==> src/design/fcs_pkg.sv <==
// Package for the face cull and shade block: widths, register indexes,
// shade codes and the record that travels along the row of compare cells.
// No dependencies.
`timescale 1ns / 1ps
`default_nettype none

package fcs_pkg;

  localparam int CoordW    = 16;              // coordinates, normals, camera
  localparam int ProdW     = 2 * CoordW;      // full products and sums
  localparam int HW        = CoordW - 1;      // upper half of a non-negative dot
  localparam int HSqW      = 2 * HW;          // its square
  localparam int ShadeW    = 5;
  localparam int ShadeMagW = 4;
  localparam int NumCells  = 15;              // one cell per shade step
  localparam int CfgIdxW   = 2;

  localparam logic [ShadeW-1:0] SHADE_BACK = 5'h1F;

  typedef enum logic [CfgIdxW-1:0] {
    CFG_CAMERA_X = 2'd0,
    CFG_CAMERA_Y = 2'd1,
    CFG_CAMERA_Z = 2'd2
  } cfg_idx_e;

  typedef struct packed {
    logic                 cull;
    logic [HSqW-1:0]      hsq;
    logic [CoordW-1:0]    s;
    logic [ShadeMagW-1:0] shade;
  } cell_data_t;

endpackage

`default_nettype wire

==> src/design/fcs_face_if.sv <==
// Channel that carries one face (normal and first vertex) into the block.
// Depends on fcs_pkg.
`timescale 1ns / 1ps
`default_nettype none

interface fcs_face_if;
  import fcs_pkg::*;

  logic                     valid;
  logic                     ready;
  logic signed [CoordW-1:0] normal_x;
  logic signed [CoordW-1:0] normal_y;
  logic signed [CoordW-1:0] normal_z;
  logic signed [CoordW-1:0] point_x;
  logic signed [CoordW-1:0] point_y;
  logic signed [CoordW-1:0] point_z;

  modport source (output valid, normal_x, normal_y, normal_z, point_x, point_y, point_z,
                  input ready);
  modport sink   (input valid, normal_x, normal_y, normal_z, point_x, point_y, point_z,
                  output ready);
endinterface

`default_nettype wire

==> src/design/fcs_front.sv <==
// Front end: view vector, dot product, squared length and the square of the
// upper half of the dot, over three register stages.
// Depends on fcs_pkg and fcs_face_if.
`timescale 1ns / 1ps
`default_nettype none

module fcs_front (
  input  logic                             clk_i,
  input  logic                             rst_ni,
  fcs_face_if.sink                         face_i,
  input  logic signed [fcs_pkg::CoordW-1:0] camera_x_i,
  input  logic signed [fcs_pkg::CoordW-1:0] camera_y_i,
  input  logic signed [fcs_pkg::CoordW-1:0] camera_z_i,
  output logic                             out_valid_o,
  input  logic                             out_ready_i,
  output fcs_pkg::cell_data_t              out_data_o
);
  import fcs_pkg::*;

  logic                    s1_valid_q, s2_valid_q, s3_valid_q;
  logic                    s1_ready, s2_ready, s3_ready;

  logic signed [CoordW-1:0] view_x, view_y, view_z;
  logic signed [ProdW-1:0]  dot_x_q, dot_y_q, dot_z_q;
  logic signed [ProdW-1:0]  sq_x_q, sq_y_q, sq_z_q;
  logic signed [ProdW-1:0]  dot_sum;
  logic [ProdW-1:0]         sq_sum;
  logic                     cull_q2, cull_q3;
  logic [HW-1:0]            h_q;
  logic [CoordW-1:0]        s_q2, s_q3;
  logic [HSqW-1:0]          hsq_q;

  assign s3_ready     = !s3_valid_q || out_ready_i;
  assign s2_ready     = !s2_valid_q || s3_ready;
  assign s1_ready     = !s1_valid_q || s2_ready;
  assign face_i.ready = s1_ready;

  // The view vector wraps at 16 bits.
  assign view_x = camera_x_i - face_i.point_x;
  assign view_y = camera_y_i - face_i.point_y;
  assign view_z = camera_z_i - face_i.point_z;

  assign dot_sum = dot_x_q + dot_y_q + dot_z_q;
  assign sq_sum  = $unsigned(sq_x_q) + $unsigned(sq_y_q) + $unsigned(sq_z_q);

  always_ff @(posedge clk_i or negedge rst_ni) begin
    if (!rst_ni) begin
      s1_valid_q <= 1'b0;
      s2_valid_q <= 1'b0;
      s3_valid_q <= 1'b0;
    end else begin
      if (s1_ready) s1_valid_q <= face_i.valid;
      if (s2_ready) s2_valid_q <= s1_valid_q;
      if (s3_ready) s3_valid_q <= s2_valid_q;
    end
  end

  always_ff @(posedge clk_i) begin
    if (s1_ready && face_i.valid) begin
      dot_x_q <= face_i.normal_x * view_x;
      dot_y_q <= face_i.normal_y * view_y;
      dot_z_q <= face_i.normal_z * view_z;
      sq_x_q  <= view_x * view_x;
      sq_y_q  <= view_y * view_y;
      sq_z_q  <= view_z * view_z;
    end
    if (s2_ready && s1_valid_q) begin
      cull_q2 <= dot_sum[ProdW-1];
      h_q     <= dot_sum[ProdW-2:CoordW];
      s_q2    <= sq_sum[ProdW-1:CoordW];
    end
    if (s3_ready && s2_valid_q) begin
      cull_q3 <= cull_q2;
      hsq_q   <= h_q * h_q;
      s_q3    <= s_q2;
    end
  end

  assign out_valid_o      = s3_valid_q;
  assign out_data_o.cull  = cull_q3;
  assign out_data_o.hsq   = hsq_q;
  assign out_data_o.s     = s_q3;
  assign out_data_o.shade = '0;

endmodule

`default_nettype wire

==> src/flat_wrapper.sv <==
// flat-port wrapper written by rule: the top's interface ports become plain ports
module fcs_front_flat import fcs_pkg::*;
  (clk_i, rst_ni, camera_x_i, camera_y_i, camera_z_i, out_valid_o, out_ready_i, out_data_o, face_i_valid, face_i_normal_x, face_i_normal_y, face_i_normal_z, face_i_point_x, face_i_point_y, face_i_point_z, face_i_ready);
  fcs_face_if face_i_i ();
  input  logic clk_i;
  input  logic rst_ni;
  input  logic signed [fcs_pkg::CoordW-1:0] camera_x_i;
  input  logic signed [fcs_pkg::CoordW-1:0] camera_y_i;
  input  logic signed [fcs_pkg::CoordW-1:0] camera_z_i;
  output logic out_valid_o;
  input  logic out_ready_i;
  output fcs_pkg::cell_data_t out_data_o;
  input wire logic [$bits(face_i_i.valid)-1:0] face_i_valid;
  input wire logic [$bits(face_i_i.normal_x)-1:0] face_i_normal_x;
  input wire logic [$bits(face_i_i.normal_y)-1:0] face_i_normal_y;
  input wire logic [$bits(face_i_i.normal_z)-1:0] face_i_normal_z;
  input wire logic [$bits(face_i_i.point_x)-1:0] face_i_point_x;
  input wire logic [$bits(face_i_i.point_y)-1:0] face_i_point_y;
  input wire logic [$bits(face_i_i.point_z)-1:0] face_i_point_z;
  output wire logic [$bits(face_i_i.ready)-1:0] face_i_ready;
  assign face_i_i.valid = face_i_valid;
  assign face_i_i.normal_x = face_i_normal_x;
  assign face_i_i.normal_y = face_i_normal_y;
  assign face_i_i.normal_z = face_i_normal_z;
  assign face_i_i.point_x = face_i_point_x;
  assign face_i_i.point_y = face_i_point_y;
  assign face_i_i.point_z = face_i_point_z;
  assign face_i_ready = face_i_i.ready;
  fcs_front u_core (.clk_i(clk_i), .rst_ni(rst_ni), .face_i(face_i_i), .camera_x_i(camera_x_i), .camera_y_i(camera_y_i), .camera_z_i(camera_z_i), .out_valid_o(out_valid_o), .out_ready_i(out_ready_i), .out_data_o(out_data_o));
endmodule
==> config.mk <==
export PLATFORM = sky130hd
export DESIGN_NAME = fcs_front_flat
export DESIGN_NICKNAME = d
export VERILOG_FILES = /design/src/design/fcs_pkg.sv /design/src/design/fcs_face_if.sv /design/src/design/fcs_front.sv /design/src/flat_wrapper.sv
export SDC_FILE = /design/constraint.sdc
export NUM_CORES = 2
export LEC_CHECK = 0
export BUFFER_PORTS_ARGS = -buffer_cell sky130_fd_sc_hd__buf_2
export CELL_PAD_IN_SITES_DETAIL_PLACEMENT = 1
export CELL_PAD_IN_SITES_GLOBAL_PLACEMENT = 2
export CORE_UTILIZATION = 43
export CTS_CLUSTER_SIZE = 24
export DETAILED_ROUTE_END_ITERATION = 12
export PLACE_DENSITY_LB_ADDON = 0.12
export SYNTH_ARGS = -nofsm -noshare
export SYNTH_HDL_FRONTEND = slang
export SYNTH_SLANG_ARGS = --single-unit
==> constraint.sdc <==
create_clock -name clk_i -period 8.9 [get_ports clk_i]
set_input_delay 0.89 -clock clk_i [delete_from_list [all_inputs] [get_ports clk_i]]
set_output_delay 0.89 -clock clk_i [all_outputs]
set_load 0.05 [all_outputs]
==> metrics.cfg <==
[clock_tree]
cts_tree = yes
cts_buffers = 36
htree_levels = 2
clkSlewWorstSetupHoldPaths_ns = 0.06
worstSkewPairLatency_ns = 0.62
clock_tree.buffer_depth = 3
clock_sinks = 267
root_buffer = clkbuf_16
ctsHoldBuffers = 0

[yosys]
synth-seq-area-share_pct = 10.61
yosys-top-cells-area = fa_1 (45%), ha_1 (12%), inv_1 (11%), edfxtp_1 (11%), nand2_1 (3.8%)
synthTopCellsByCount = inv_1 (2172), fa_1 (1681), nand2_1 (766), ha_1 (708), nor2_1 (353)
ys_warn_count = 0
syn_area_um2 = 75420
yosys.area.top_type_share_pct = 44.62
synthArstFlopShare_pct = 1.124
syn_area_per_cell_um2 = 9.617
synth_flop_cell = edfxtp_1
synth_edf_count = 264
synth_cell_types = 98
synth_top_area_cell = fa_1
synth_most_common_cell = inv_1
ys_ff_latch = 267
syn_inst = 7842

[global_route]
grt_pass1_wl_um = 332300
grt_overflow = 0
grt_pass1_vias = 60680
grt_usage_pct = 24.07
antenna_found_initial = 4
grt_max_degree = 152

[setup_path]
required_ns = 9.23
cp_slowest_stage_delay_ns = 0.53
r2r_cells = 21
worst_setup_path_end_kind = flip-flop
crit_buf_inv = 11
rr_endpoint = u_core.hsq_q[29]
crit_fanout = 8
worstSetupStartpointType = input port
path_class = input port to flip-flop
critPathSlowestCell = fa_1
ff2ff_setup_slack_ns = 2.03
crit_arrival_ns = 8.71
critical-path-top-delay-family = adder cells
rr_startpoint = u_core.h_q[2]

[sta]
hold_viol = 0
finalSetupViolations = 0
fmax_mhz = 119.3
final.min_clock_period_ns = 8.384
slew_viol_final = 0
slew_headroom_pct = 29.79
rsz0062_at_grt = no
tns_ns = 0
fin_crit_sh_pct = 94.20
finClkSkew_ns = 0.05818
worstMarginPinSlew_ns = 1.053

[placed_design]
dp_hpwl_um = 175000
placedCellCount = 10470
placed_area_um2 = 81140
place.gp.congestion = 0.8721
port_buffers = 195

[floorplan]
die_w_um = 420.8
fp.dieH_um = 420.8
die_area_um2 = 177100
row_count = 153
ioPinCount = 201
start_util_pct = 43.34
core-area_um2 = 174000

[worst_hold_path]
hold_path.class = input port to async pin

[final_layout]
multi_input_area_um2 = 58500
fin_cells = 10530
fillerInstances = 19820
final_net_count = 10720
final_area_um2 = 82290
ff_latch_area_um2 = 8003
drive_gt1_share_pct = 7.848
areaGrowthSynthToFinish_pct = 9.104
final_core_util_pct = 47.29

[detailed_routing]
wl_um = 203200
vias_per_cell = 4.975
drc = 0
vias = 52390
avgRoutedWirePerCell_um = 19.30
drt_iter0_drc = 1829
dr.pass1.iters = 6
ant_nets = 0

[status]
outcome = completed

[job]
drv_cap = 0

how the worst max path moves through the flow:
stage | start | to | cells after the start
2_1_floorplan | camera_y_i[0] | u_core.sq_y_q[31] | 32
3_3_place_gp | camera_y_i[0] | u_core.sq_y_q[31] | 34
3_5_place_dp | face_i_point_z[1] | u_core.sq_z_q[25] | 30
4_1_cts | face_i_point_z[1] | u_core.sq_z_q[23] | 29
5_1_grt | face_i_point_z[1] | u_core.sq_z_q[23] | 29
6_report | camera_z_i[0] | u_core.dot_z_q[28] | 34
cell type report:
| class | count | area share [%] |
|---|---|---|
| Antenna cell | 1 | 0.003041 |
| Clock buffer | 40 | 1.113 |
| Clock inverter | 24 | 0.2783 |
| Inverter | 2193 | 10.00 |
| Multi-Input combinational cell | 5187 | 71.10 |
| Sequential cell | 267 | 9.725 |
| Tap cell | 2325 | 3.535 |
| Timing Repair Buffer | 495 | 4.242 |
cell families (layout without fill, tap and decap cells):
group,count (synthesis),in the layout,share of synthesized area [%]
other cells,1,7,0.004972
buf+inv,2393,2752,11.98
flops,267,267,10.61
compound gates,657,657,5.889
xor+xnor,343,343,4.048
fa+ha+maj,2389,2389,56.37
mux,4,4,0.05475
simple gates,1788,1788,11.04
sequential cells by signal, indices dropped and copies added, names as in the netlist, 29 cells and up:
register	flops
u_core.dot_y_q	32
u_core.dot_z_q	32
u_core.sq_x_q	30
u_core.sq_y_q	30
u_core.hsq_q	29
u_core.sq_z_q	30
u_core.dot_x_q	32
cells in the final DEF (no fill, tap or decap), types with 14 or more instances in the layout:
cell type  count
a21o_1        99
nand3_1       45
o21a_1        43
fa_1        1681
nor2b_1       79
o21bai_1      39
or2_2         14
ha_1         708
clkbuf_16     36
clkinv_1      16
xor2_1        79
nor2_1       353
buf_12        21
buf_2        195
a31o_2        17
a31oi_1       17
o211ai_1      14
nand2_1      766
a211oi_1      23
inv_1       2172
o21ai_0       92
edfxtp_1     264
and2_1       333
xnor2_1      247
buf_4        279
or3_1         15
nor3_1        57
nand2b_1      44
a21oi_1      189
and3_1        25
what timing repair did:
| action | in CTS | in global routing |
|---|---|---|
| endpoints found under the setup margin | 0 | 1 |
| gates resized for setup | 0 | 1 |
| setup buffers | 0 | 0 |
through the flow:
stage | setup WS (ns) | hold slack [ns]
4_1_cts | 0.5486 | 0.01181
3_5_place_dp | -0.1054 | 0.4061
5_1_grt | 0.04085 | 0.03079
2_1_floorplan | 0.2967 | 0.4003
3_3_place_gp | 0.02479 | 0.4040
6_report | 0.5161 | 0.06390
metal layers:
metal / part of all wire, % / global-route usage, % / vias up
li1: - / - / 23990
met1: 43 / 31.06 / 27560
met2: 52 / 43.77 / 645
met3: 2.4 / 1.875 / 195
met4: 2.4 / 5.442 / 0
met5: 0 / 0 / -
Power is not shown: default switching activity piles up to over one toggle a cycle in this logic, so the estimate is an artifact.
