`config.mk`:
```
export PLATFORM = sky130hd
export DESIGN_NAME = fcs_cell
export DESIGN_NICKNAME = d
export VERILOG_FILES = /design/src/design/fcs_pkg.sv /design/src/design/fcs_cell.sv
export SDC_FILE = /design/constraint.sdc
export NUM_CORES = 1
export LEC_CHECK = 0
export ABC_AREA = 1
export BUFFER_PORTS_ARGS = -buffer_cell sky130_fd_sc_hd__buf_2
export CAP_MARGIN = 30
export CELL_PAD_IN_SITES_DETAIL_PLACEMENT = 0
export CELL_PAD_IN_SITES_GLOBAL_PLACEMENT = 1
export CORE_MARGIN = 2
export CORE_UTILIZATION = 37
export DETAILED_ROUTE_END_ITERATION = 10
export GPL_ROUTABILITY_DRIVEN = 0
export PLACE_DENSITY_LB_ADDON = 0.1
export SLEW_MARGIN = 25
export SYNTH_ARGS = -nofsm -noshare
export SYNTH_HDL_FRONTEND = slang
export SYNTH_SLANG_ARGS = --single-unit
```
`constraint.sdc`:
```
create_clock -name clk_i -period 6.15 [get_ports clk_i]
set_input_delay 0.615 -clock clk_i [delete_from_list [all_inputs] [get_ports clk_i]]
set_output_delay 0.615 -clock clk_i [all_outputs]
set_load 0.02 [all_outputs]
```
`src/design/fcs_pkg.sv`:
```
// Package for the face cull and shade block: widths, register indexes,
// shade codes and the record that travels along the row of compare cells.
// No dependencies.
`timescale 1ns / 1ps
`default_nettype none

package fcs_pkg;

  localparam int CoordW    = 16;              // coordinates, normals, camera
  localparam int ProdW     = 2 * CoordW;      // full products and sums
  localparam int HW        = CoordW - 1;      // upper half of a non-negative dot
  localparam int HSqW      = 2 * HW;          // its square
  localparam int ShadeW    = 5;
  localparam int ShadeMagW = 4;
  localparam int NumCells  = 15;              // one cell per shade step
  localparam int CfgIdxW   = 2;

  localparam logic [ShadeW-1:0] SHADE_BACK = 5'h1F;

  typedef enum logic [CfgIdxW-1:0] {
    CFG_CAMERA_X = 2'd0,
    CFG_CAMERA_Y = 2'd1,
    CFG_CAMERA_Z = 2'd2
  } cfg_idx_e;

  typedef struct packed {
    logic                 cull;
    logic [HSqW-1:0]      hsq;
    logic [CoordW-1:0]    s;
    logic [ShadeMagW-1:0] shade;
  } cell_data_t;

endpackage

`default_nettype wire

```
`src/design/fcs_cell.sv`:
```
// One compare cell: raises the running shade to K when K*K*s <= h*h, which
// is the same as K <= floor(sqrt(h*h / s)). Depends on fcs_pkg.
`timescale 1ns / 1ps
`default_nettype none

module fcs_cell #(
  parameter int K = 1
) (
  input  logic                clk_i,
  input  logic                rst_ni,
  input  logic                in_valid_i,
  output logic                in_ready_o,
  input  fcs_pkg::cell_data_t in_data_i,
  output logic                out_valid_o,
  input  logic                out_ready_i,
  output fcs_pkg::cell_data_t out_data_o
);
  import fcs_pkg::*;

  localparam logic [7:0] KSq = 8'(K * K);

  logic                      valid_q;
  cell_data_t                data_q, data_d;
  logic [CoordW+7:0]         limit;
  logic                      pass;

  assign limit = KSq * in_data_i.s;
  assign pass  = {{(HSqW-CoordW-8){1'b0}}, limit} <= in_data_i.hsq;

  always_comb begin
    data_d = in_data_i;
    if (pass) data_d.shade = ShadeMagW'(K);
  end

  assign in_ready_o = !valid_q || out_ready_i;

  always_ff @(posedge clk_i or negedge rst_ni) begin
    if (!rst_ni) begin
      valid_q <= 1'b0;
    end else if (in_ready_o) begin
      valid_q <= in_valid_i;
    end
  end

  always_ff @(posedge clk_i) begin
    if (in_ready_o && in_valid_i) data_q <= data_d;
  end

  assign out_valid_o = valid_q;
  assign out_data_o  = data_q;

endmodule

`default_nettype wire

```
==> run metrics, run 1 <==
Net Count, Synth=about 230; WP data arrival=1850 ps; commonest cells in the netlist=51 x edfxtp_1, 34 x inv_1, 31 x nand2_1, 16 x ha_1, 11 x nor2_1; drt pass-1 iters=4; Detailed Place HPWL=3280 um; IO Port Bufs=~110; Yosys warning count=0; # Post-CTS Setup Buffers=0; grt ovf=0; post-cts gate resize count=0; final clock period utilization by the worst path=0.305; CTS H-tree depth=2; Area growth syn-to-layout=35.1%; drt wl/cell=about 12 um; Synth area leader=edfxtp_1; vias per cell=~4.3; WHS=about 75 ps; unrepaired setup endpoints after global routing=no; asr flop ratio synth=0.0192; worst vdd ir=approximately 0.12 mV; setup TNS=0 ps; Starting Density=0.386; DR vias=about 1500; outcome=finished clean; Residual DRC=0; Synth cell types=16; I/O Pins=108; first-pass GRT wire length=about 6300 um; share of the synthesized area in the top cell type=0.717; Starting DRT DRC Count=43; Rows=27; Critical Path Source Type=primary input; top-count cell post-synth=edfxtp_1; minimum clock period=approximately 1900 ps; skew final=between 3 and 4 ps; Synth Register Bits=52; die width=80 um; # clock sinks=52; prevailing post-synth register cell=edfxtp_1; Worst-Margin Slew=766 ps; clk_lat worst skew=about 300 ps; final setup vio count=0; vias in the first global route=between 1000 and 1500; crit path kind=primary input to flip-flop; Avg Inst Size Synth=between 10 and 15 um2; final wirelength=about 4100 um; critical path capture point type=flip-flop; Max Cap Viol=0; largest net degree at the start of global routing=28; Root Buffer=clkbuf_8; data required time of the worst path=between 6000 and 7000 ps; cts bufs inserted=5; Final ANT Viol Nets=0; critical path fanouts, max=27; final hold violations=0; n_diodes=0; Post-Synthesis Cells=between 150 and 200; Core Area=between 0.005 and 0.006 mm2; fmax=approximately 0.53 GHz; global-route usage over all layers=0.131; die height=80 um; fin. max-slew vios=0; clock tree buffer depth=2; Synth area leaders=edfxtp_1 72%, ha_1 9.4%, inv_1 6.0%, nand2_1 5.4%, nor2_1 1.9%; leakage power=approximately 1.4 nW; mapped cell area=~0.0021 mm2; count of flip-flops with a built-in enable after synthesis=51; fin nets=346; CTS tree=done; layout cells sized above 1=0.428; Max-slew headroom=0.488; Power Density=roughly 250 mW/mm2; initial antenna violation count=0; Clock Pin Slew Worst Setup and Hold Paths=around 80 ps; hold bufs inserted after CTS=0; area of the die=between 0.006 and 0.007 mm2; Hold Crit Class=primary input to asynchronous set/reset pin; sequential area share after synthesis=0.728
[critical path, cell delays in order]
cell	delay (ps)
buf_2	70
inv_1	60
a21oi_4	620
buf_4	460
[final cells by class]
class	instances	area, um2
Tap cell	72	90.1
Timing Repair Buffer	108	543
Fill cell	530	2650
Clock inverter	3	37.5
Multi-Input combinational cell	74	464
Clock buffer	5	68.8
Sequential cell	52	1560
Inverter	34	128
[per-stage QoR]
stage          instances  utilization  setup slack (ps)  instance area [um2]  total power, mW
6_report             348        0.521              4270                 2890            0.736
5_1_grt              348        0.521              4160                 2890            0.776
4_1_cts              348        0.521              4250                 2890            0.749
3_5_place_dp         340        0.502              3930                 2780            0.525
3_3_place_gp         340        0.502              3950                 2780            0.523
2_1_floorplan        160            -              2530                 2140            0.479
[power breakdown]
group | internal, mW | switching [mW] | total [mW]
sequential | 0.411 | 0.00412 | 0.415
clock | 0.119 | 0.103 | 0.222
combinational | 0.0365 | 0.0627 | 0.0992
[cells in the final DEF, fill, tap and decap left out]
master / synthesis / final
a21oi_1: 6 / 5
a21oi_4: 0 / 1
and3_1: 1 / 1
buf_2: 0 / 107
buf_4: 0 / 1
bufinv_16: 0 / 1
clkbuf_8: 0 / 5
clkinv_1: 0 / 2
dfrtp_1: 1 / 1
edfxtp_1: 51 / 51
ha_1: 16 / 16
inv_1: 34 / 34
nand2_1: 31 / 31
nand2_2: 1 / 1
nand3_1: 2 / 2
nand3b_1: 1 / 1
nand4_1: 1 / 1
nor2_1: 11 / 11
nor2_2: 1 / 1
nor3_2: 1 / 1
nor4_1: 1 / 1
or2_0: 1 / 1
[metal layers]
metal  track usage  share of wire  vias up
met5             0              0        -
met4        0.0407          0.013        0
met2         0.237           0.52       59
met3        0.0543          0.093        6
met1         0.138           0.37      654
li1              -              -      764
[final timing paths]
kind	startpoint	to	slack [ps]	depth (start not counted)
max reg2reg	out_valid_o	out_data_o[32]	4280	2
min reg2reg	out_valid_o	out_valid_o	590	2
min	rst_ni	out_valid_o	80	1
max in group asynchronous	rst_ni	out_valid_o	5990	1
min in group clk_i	in_data_i[50]	out_data_o[50]	500	1
max	out_ready_i	out_data_o[32]	4270	4
[cell families after synthesis]
| group | after synthesis | share of synthesized area |
|---|---|---|
| buf+inv | 34 | 0.0597 |
| compound gates | 6 | 0.0141 |
| simple gates | 52 | 0.104 |
| flops | 52 | 0.728 |
| fa+ha+maj | 16 | 0.0937 |
[registers in the layout, summed over array words and instances (netlist names)]
register	flops
out_data_o	51
out_valid_o	1
Note: power is estimated with default switching activity, not from simulation.
==> run 2: changes to the inputs <==
- CORE_UTILIZATION: 37 -> 31
- clock period: 6.15 -> 1.7 ns (I/O delays scaled with it)
==> run 2 against run 1 <==
Worst setup slack lost 3900 ps. Non-clock buffer count up 2. Design area rose by 1.5%. Flip-flop and latch count unchanged. Global-route usage shrank 1.6 points. First-iteration DRC count is 30% higher. Highest routed layer unchanged.
==> run metrics, run 2 (same netlist as run 1, synthesis figures left out) <==
Max-slew headroom=0.789 (+0.300); crit-path leading delay family=simple AND/OR/NAND/NOR gates; Core Area=0.00672 mm2 (+21%); first-pass GRT wire length=6600 um (+5.2%); drt pass-1 iters=4 (unchanged); die width=87.0 um (+8.8%); Residual DRC=0 (unchanged); Detailed Place HPWL=3440 um (+4.9%); critical path capture point type=flip-flop; Worst-Margin Slew=317 ps (-449 ps); final clock period utilization by the worst path=0.754; IO Port Bufs=107 (unchanged); DR vias=1508 (+1.7%); vias per cell=4.21 (-1.2%); Critical Path Source Type=primary input; largest net degree at the start of global routing=28 (unchanged); layout cells sized above 1=0.435 (+0.00772); final setup vio count=0 (unchanged); worst vdd ir=0.420 mV (+250%); Rows=30 (+11%); clock tree buffer depth=2 (unchanged); post-layout util=0.436 (-0.0851); Starting Density=0.318 (-0.0677); fmax=0.781 GHz; WP data arrival=1350 ps (-500 ps); critical path fanouts, max=3 (-89%); Final ANT Viol Nets=0 (unchanged); I/O Pins=108 (unchanged); Power Density=924 mW/mm2 (+260%); # fillers=671 (+27%); data required time of the worst path=1770 ps (-4350 ps); post-cts gate resize count=0 (unchanged); Area growth syn-to-layout=37.1%; # clock sinks=52 (unchanged); n_diodes=0 (unchanged); die height=87.0 um (+8.8%); global-route usage over all layers=0.115 (-0.0161); final hold violations=0 (unchanged); WP buf/inv=2 (-1); unrepaired setup endpoints after global routing=no; final wirelength=4330 um (+5.7%); Max Cap Viol=0 (unchanged); initial antenna violation count=0 (unchanged); vias in the first global route=1475 (+3.9%); clk_lat worst skew=300 ps (about the same); crit-path cells=buf_2 > inv_1 > ha_1 > nand2_1 > nor4_1 > nand4_1 > nand2_2 > nor2_1; max reg flops=51 (unchanged); CTS tree=done; outcome=finished clean; # Post-CTS Setup Buffers=0 (unchanged); fin. max-slew vios=0 (unchanged); area of the die=0.00757 mm2 (+18%); Root Buffer=clkbuf_8; commonest non-fill, non-tap cell in the layout=buf_2; drt wl/cell=12.1 um (+2.8%); leakage power=1.41 nW (+1.0%); minimum clock period=roughly 1300 ps; cts bufs inserted=5 (unchanged); CTS H-tree depth=2 (unchanged); Starting DRT DRC Count=56 (+30%); FF/Latch Area=0.00156 mm2 (about the same); r2r setup slk=430 ps (-3850 ps); crit path max-delay cell type=nor4_1; Hold Crit Class=primary input to flip-flop; final worst slack=419 ps (-3850 ps); pre-CTS setup slack=81.1 ps (-3850 ps); setup TNS=0 ps (unchanged); Clock Pin Slew Worst Setup and Hold Paths=90 ps (about the same); Worst path max stage delay=330 ps (-290 ps); skew final=5.66 ps (+2.09 ps); area of the multi-input gates=464 um2 (unchanged); fin nets=348 (+0.58%); most frequent cells in the layout=107 x buf_2, 51 x edfxtp_1, 34 x inv_1; crit path kind=primary input to flip-flop; grt ovf=0 (unchanged)
run 2: changes by cell type in the layout (fill, tap and decap cells not counted):
cell / previous run / this run
dlygate4sd3_1: 0 / 1
buf_12: 0 / 1
clkinv_2: 0 / 1
clkbuf_1: 0 / 1
dfrtp_1: 1 / 0
dfrtp_2: 0 / 1
clkinv_1: 2 / 0
run 2: power by group:
part           leakage (nW)  switching (mW)  internal [mW]
Sequential            0.495          0.0145           1.49
Combinational         0.856           0.230          0.139
Clock                0.0552           0.398          0.437
Total                  1.41           0.643           2.06
run 2: area by class of cell:
class	count	share of cell area
Clock buffer	6	0.0248
Clock inverter	2	0.0120
Inverter	34	0.0436
Multi-Input combinational cell	74	0.158
Sequential cell	52	0.532
Tap cell	80	0.0342
Timing Repair Buffer	110	0.196
run 2: what timing repair did:
item,CTS,global route
setup endpoints to repair,0,0
hold endpoints to repair,1,0
hold buffers,1,0
run 2: per-layer routing:
layer	routed length, um	up-vias	track usage
met3	349	5	0.0483
met1	1690	688	0.128
li1	-	763	-
met2	2230	52	0.198
met4	59	0	0.0384
met5	0	-	0
run 2: worst reg2reg max path, stage by stage (launching register included):
cell and delay (ps):
dfrtp_2 440, a21oi_4 170, buf_4 330
run 2: path summary, 6_finish.rpt:
path	start	end	depth (start not counted)
worst max-delay path	in_data_i[25]	out_data_o[2]	8
worst min-delay path	in_data_i[50]	out_data_o[50]	1
worst max register to register	out_valid_o	out_data_o[2]	2
worst min register to register	out_valid_o	out_valid_o	2
max in group asynchronous	rst_ni	out_valid_o	2
min in group asynchronous	rst_ni	out_valid_o	2
run 2: through the flow:
| stage | cells | hold slack, ps | area, um2 | total power [mW] |
|---|---|---|---|---|
| finish | 358 | 45.8 | 2930 | 2.71 |
| global route | 358 | 25.8 | 2930 | 2.85 |
| CTS | 358 | 38.6 | 2930 | 2.75 |
| detailed placement | 349 | -54.1 | 2810 | 1.91 |
| global placement | 349 | -53.9 | 2810 | 1.91 |
| floorplan | 160 | -126 | 2150 | 1.73 |
